## config.mk

```make
export PLATFORM = sky130hd
export DESIGN_NAME = cfbf_seq
export DESIGN_NICKNAME = d
export VERILOG_FILES = /design/src/hw/rtl/cfbf_pkg.sv /design/src/hw/rtl/cfbf_seq.sv
export SDC_FILE = /design/constraint.sdc
export NUM_CORES = 1
export LEC_CHECK = 0
export BUFFER_PORTS_ARGS = -buffer_cell sky130_fd_sc_hd__buf_2
export CORE_AREA = 2 2 60 73
export CTS_BUF_LIST = sky130_fd_sc_hd__clkbuf_8
export DETAILED_ROUTE_END_ITERATION = 16
export DIE_AREA = 0 0 62 75
export HOLD_SLACK_MARGIN = 0.06
export PLACE_DENSITY = 0.82
export SLEW_MARGIN = 20
export SYNTH_ARGS = -nofsm -noshare
export SYNTH_HDL_FRONTEND = slang
export SYNTH_SLANG_ARGS = --single-unit
```

## constraint.sdc

```tcl
create_clock -name clk -period 2.1 [get_ports clk]
set_input_delay 0.21 -clock clk [delete_from_list [all_inputs] [get_ports clk]]
set_output_delay 0.21 -clock clk [all_outputs]
set_load 0.03 [all_outputs]
```

## src/hw/rtl/cfbf_pkg.sv

```systemverilog
// Types, constants and helpers shared by the corner fillet fan datapath.
package cfbf_pkg;

  localparam int COORD_W = 16;
  localparam int IDX_W   = 6;
  localparam int WT_W    = 17;
  localparam int PROD_W  = WT_W + COORD_W;
  localparam int SUM_W   = PROD_W + 2;
  localparam int ADDR_W  = 2;

  localparam logic [WT_W-1:0]   K_Q16    = 17'd47186;
  localparam logic [WT_W-1:0]   NK_Q16   = 17'd18350;
  localparam logic [WT_W-1:0]   HALF_Q16 = 17'd32768;
  localparam logic [COORD_W-1:0] COORD_MAX = '1;

  localparam logic [1:0] CORNER_TL = 2'd0;
  localparam logic [1:0] CORNER_TR = 2'd1;
  localparam logic [1:0] CORNER_BR = 2'd2;
  localparam logic [1:0] CORNER_BL = 2'd3;

  localparam logic [ADDR_W-1:0] ADDR_CORNER = 2'd0;

  typedef struct packed {
    logic [COORD_W-1:0] box_width;
    logic [COORD_W-1:0] box_height;
  } box_t;

  typedef struct packed {
    logic [IDX_W-1:0]   vertex_index;
    logic [COORD_W-1:0] vertex_x;
    logic [COORD_W-1:0] vertex_y;
    logic               last_vertex;
  } vertex_t;

  typedef struct packed {
    logic               valid;
    logic               is_hub;
    logic               last;
    logic [IDX_W-1:0]   index;
    logic [COORD_W-1:0] width;
    logic [COORD_W-1:0] height;
    logic [1:0]         corner;
  } seq_t;

  typedef struct packed {
    logic                          valid;
    logic                          is_hub;
    logic                          zero;
    logic                          last;
    logic [IDX_W-1:0]              index;
    logic [COORD_W-1:0]            hub_x;
    logic [COORD_W-1:0]            hub_y;
    logic [3:0][COORD_W-1:0]       px;
    logic [3:0][COORD_W-1:0]       py;
    logic [3:0][WT_W-1:0]          wt;
  } pts_t;

  typedef struct packed {
    logic                          valid;
    logic                          is_hub;
    logic                          zero;
    logic                          last;
    logic [IDX_W-1:0]              index;
    logic [COORD_W-1:0]            hub_x;
    logic [COORD_W-1:0]            hub_y;
    logic [3:0][PROD_W-1:0]        prod_x;
    logic [3:0][PROD_W-1:0]        prod_y;
  } prod_t;

  // (d * k + 0.5) >> 16, never larger than d while k is at most 1.0 (65536)
  function automatic logic [COORD_W-1:0] scale_q16(input logic [COORD_W-1:0] d,
                                                   input logic [WT_W-1:0] k);
    logic [PROD_W-1:0] p;
    p = PROD_W'(d) * PROD_W'(k) + PROD_W'(HALF_Q16);
    return p[COORD_W+15:16];
  endfunction

endpackage

```

## src/hw/rtl/cfbf_seq.sv

```systemverilog
// Vertex sequencer: takes a box, issues one fan vertex slot per cycle.
module cfbf_seq #(
  parameter int SEGMENTS = 48,
  parameter int CNT_W    = $clog2(SEGMENTS + 2),
  parameter int TAB_W    = $clog2(SEGMENTS + 1)
) (
  input  logic                 clk,
  input  logic                 rst,
  input  logic                 start,
  output logic                 busy,
  input  cfbf_pkg::box_t       box,
  input  logic [1:0]           corner,
  output cfbf_pkg::seq_t       seq,
  output logic [TAB_W-1:0]     seg
);
  import cfbf_pkg::*;

  localparam logic [CNT_W-1:0] LAST_CNT = CNT_W'(SEGMENTS + 1);

  logic               active;
  logic [CNT_W-1:0]   cnt;
  logic [COORD_W-1:0] width;
  logic [COORD_W-1:0] height;
  logic [1:0]         corner_held;
  logic               at_last;
  logic               accept;

  assign at_last = (cnt == LAST_CNT);
  assign busy    = active && !at_last;
  assign accept  = start && !busy;

  always_ff @(posedge clk) begin
    if (rst) begin
      active <= 1'b0;
      cnt    <= '0;
    end else if (accept) begin
      active <= 1'b1;
      cnt    <= '0;
    end else if (active) begin
      if (at_last) begin
        active <= 1'b0;
      end else begin
        cnt <= cnt + 1'b1;
      end
    end
  end

  always_ff @(posedge clk) begin
    if (accept) begin
      width       <= box.box_width;
      height      <= box.box_height;
      corner_held <= corner;
    end
  end

  always_comb begin
    seq.valid  = active;
    seq.is_hub = (cnt == '0);
    seq.last   = at_last;
    seq.index  = IDX_W'(cnt);
    seq.width  = width;
    seq.height = height;
    seq.corner = corner_held;
    seg        = (cnt == '0) ? '0 : TAB_W'(cnt - 1'b1);
  end

endmodule

```

==> results.toml <==
[status]
run_status = "finished clean"

[placed_design]
port_buffers = 86
place.detailed.hpwl_mm = 2.35
place.detailed.instances = 242
gp_congestion = 0.821
pre_cts_slack_ps = 174

[worst_setup_path]
worst_setup_path_start_kind = "register"
cp_slowest_cell = "sky130_fd_sc_hd__dfxtp_1"
cp.required_ps = 2090
worst_ep_arrival_time_ps = 1930
regToRegEndpoint = "width[2]"
cp-startpoint = "cnt[1]"
reg2reg_setup_slack_ps = 160
critical_path_peak_fanout = 17
path_cells = "inv_1 -> ha_1 -> nand3_2 -> o31a_4 -> and2b_4 -> buf_12"
worst_r2r_startpoint = "cnt[1]"
worst-r2r-cell-count = 6
critical_path.max_stage_delay_ps = 340
endpoint = "width[2]"
worstSetupEndpointType = "register"
critPathKind = "reg -> reg"

[final_layout]
number_of_standard_cells_in_the_final_layout_excluding_fillers = 249
finalNetCount = 236
final-seq-area_um2 = 1160
antenna-diode-count = 0
area.growth.synth_to_final_pct = 39.1
nFillCells = 327
multi_input_comb_area_um2 = 368
drive_gt1_frac = 0.518

[route]
post_drt_via_cell_ratio = 4.56
totalWireLength_mm = 2.97
drtPass1Iterations = 3
via_count = 1136
first_iter_violations = 14
routedWlPerCell_um = 11.9
route.antenna.remaining_nets = 0
drc_errors = 0

[sta]
worst_slew_margin_rel = 0.670
final-max-slew-violation-count = 0
unrepaired_setup_endpoints_after_global_routing = "false"
fin_crit_ps = 1940
worst_slew_pin_slew_ps = 495
final_hold_viol_count = 0
setup-tns-final_ps = 0
skew_ps = 5.47
timing.final.crit_share = 0.925
setup_ws_ps = 157
fmax_mhz = 515
finalSetupViolCount = 0

[synthesis]
seq_area_frac_synth = 0.738
synthesis.instances = 106
synth.avg_cell_area_um2 = 14.8
yosysWarnings = 0
synthMostInstantiatedCell = "sky130_fd_sc_hd__edfxtp_1"
synthDominantCellAreaShare = 0.649
synth-edff-count = 34
synthTopCellsByCount = "sky130_fd_sc_hd__edfxtp_1, sky130_fd_sc_hd__dfxtp_1, sky130_fd_sc_hd__nor2_1, sky130_fd_sc_hd__nor3_1"
yosys_register_bits = 41
synth_flop_cell = "sky130_fd_sc_hd__edfxtp_1"
synth.lib_cells_used.distinct = 32
synth.area.top_cells = "sky130_fd_sc_hd__edfxtp_1, sky130_fd_sc_hd__dfxtp_1, sky130_fd_sc_hd__ha_1"
post-synth-top-area-cell = "sky130_fd_sc_hd__edfxtp_1"
fraction_of_registers_with_async_set_reset = 0
syn_nets = 147
netlist_area_um2 = 1570

[pwr]
internal_power_w = 0.00136
share_comb_of_total_power = 0.153
switching_power_w = 0.000412
pwr_density_cell_nw_per_um2 = 812
swShare = 0.232
vdd_drop_max_v = 0.000325
clkPwrFrac = 0.317
power.sequential.fraction = 0.530
leak_pwr_nw = 0.951

[clocking]
post_cts_hold_buffers = 0
cts.reportedPaths.clkPinSlew_ps = 70
root_buffer = "sky130_fd_sc_hd__clkbuf_8"
cts_resized = 0
cts-buffers-inserted = 5
cts-root-to-sink-buffers = 2
post-cts-setup-buffers = 0
tritoncts = "yes"
cts.sink_count = 41
cts_htree_levels = 2
worst_skew_pair.late_latency_ps = 280

[floorplan]
design.portCount = 87
floorplan.rows = 25
die_height_um = 75
fp.dieArea_um2 = 4650
design.core.area_um2 = 3910
dieWidth_um = 62
initial_core_util = 0.402

[grt]
grt_pass1_vias = 971
grt_remaining_overflow = 0
antenna_found_initial = 0
grt_pass1_wl_mm = 4.15
grt_max_degree = 18
grt.total_usage = 0.122

[worst_hold_path]
worst_hold_path_type = "in -> reg"

[flow_run]
max_cap_violations = 0
[worst max-delay path, delay by kind of cell (launching register included)]
family	cells	cell delay (ps)
AND/OR/NAND/NOR	2	450
flip-flops	1	340
AO/OA/AOI/OAI	1	330
buffers and inverters	2	310
adder cells (fa/ha/maj)	1	210
[cells in the final DEF (no fill, tap or decap), types with 3 or more instances in the layout]
cell / Yosys / layout
sky130_fd_sc_hd__nor2b_1: 3 / 3
sky130_fd_sc_hd__nor3_1: 6 / 6
sky130_fd_sc_hd__nor2_1: 6 / 6
sky130_fd_sc_hd__dfxtp_1: 7 / 6
sky130_fd_sc_hd__nand3_1: 4 / 4
sky130_fd_sc_hd__ha_1: 4 / 4
sky130_fd_sc_hd__edfxtp_1: 34 / 34
sky130_fd_sc_hd__buf_2: 1 / 86
sky130_fd_sc_hd__nand2_1: 4 / 4
sky130_fd_sc_hd__inv_1: 4 / 4
sky130_fd_sc_hd__clkbuf_8: 0 / 5
sky130_fd_sc_hd__o21ai_0: 4 / 4
[cells by family (layout without fill, tap and decap cells)]
kind of cell | count (synthesis) | after routing | share of synthesized area
compound gates | 14 | 14 | 0.0652
simple gates | 35 | 35 | 0.124
flops | 41 | 41 | 0.738
xor+xnor | 2 | 2 | 0.0111
fa+ha+maj | 4 | 4 | 0.0318
buf+inv | 10 | 99 | 0.0294
[per-layer routing]
metal  global-route usage  wire [um]
met4               0.0496         29
met3               0.0412        330
met5                    0          0
met1                0.140       1250
met2                0.205       1360
[power by group through the flow]
stage	Sequential, W	Clock, W	Combinational [W]
floorplan	0.00104	0	0.0000923
global placement	0.000958	0	0.000271
detailed placement	0.000960	0	0.000272
CTS	0.000942	0.000580	0.000273
global route	0.000947	0.000598	0.000291
finish	0.000942	0.000564	0.000271
[layout make-up]
class | count | area share
clock inverters | 2 | 0.0160
inverters | 4 | 0.00686
flip-flops and latches | 41 | 0.531
multi-input cells | 55 | 0.168
well taps | 54 | 0.0309
repair buffers | 88 | 0.215
clock buffers | 5 | 0.0315
[worst min-delay path by stage]
| stage | from | end | slack, ps | cells past startpoint |
|---|---|---|---|---|
| 6_report | box[9] | height[9] | 100 | 1 |
| 3_5_place_dp | box[22] | width[6] | 390 | 1 |
| 4_1_cts | box[9] | height[9] | 100 | 1 |
| 2_1_floorplan | corner[0] | corner_held[0] | 310 | 0 |
| 3_3_place_gp | box[13] | height[13] | 390 | 1 |
| 5_1_grt | box[20] | width[4] | 100 | 1 |
[sequential cells by signal, summed over array words and instances (netlist names)]
| name | cells |
|---|---|
| height | 16 |
| active | 1 |
| cnt | 6 |
| width | 16 |
| corner_held | 2 |
[stage by stage]
| step | util | hold WS (ps) | area, um2 | power [W] |
|---|---|---|---|---|
| floorplan | - | 309 | 1580 | 0.00113 |
| detailed placement | 0.533 | 389 | 2080 | 0.00123 |
| global route | 0.559 | 95.6 | 2190 | 0.00184 |
| CTS | 0.559 | 96.8 | 2190 | 0.00180 |
| global placement | 0.533 | 386 | 2080 | 0.00123 |
| finish | 0.559 | 105 | 2190 | 0.00178 |
No activity file was read; power rests on OpenSTA's default activity.
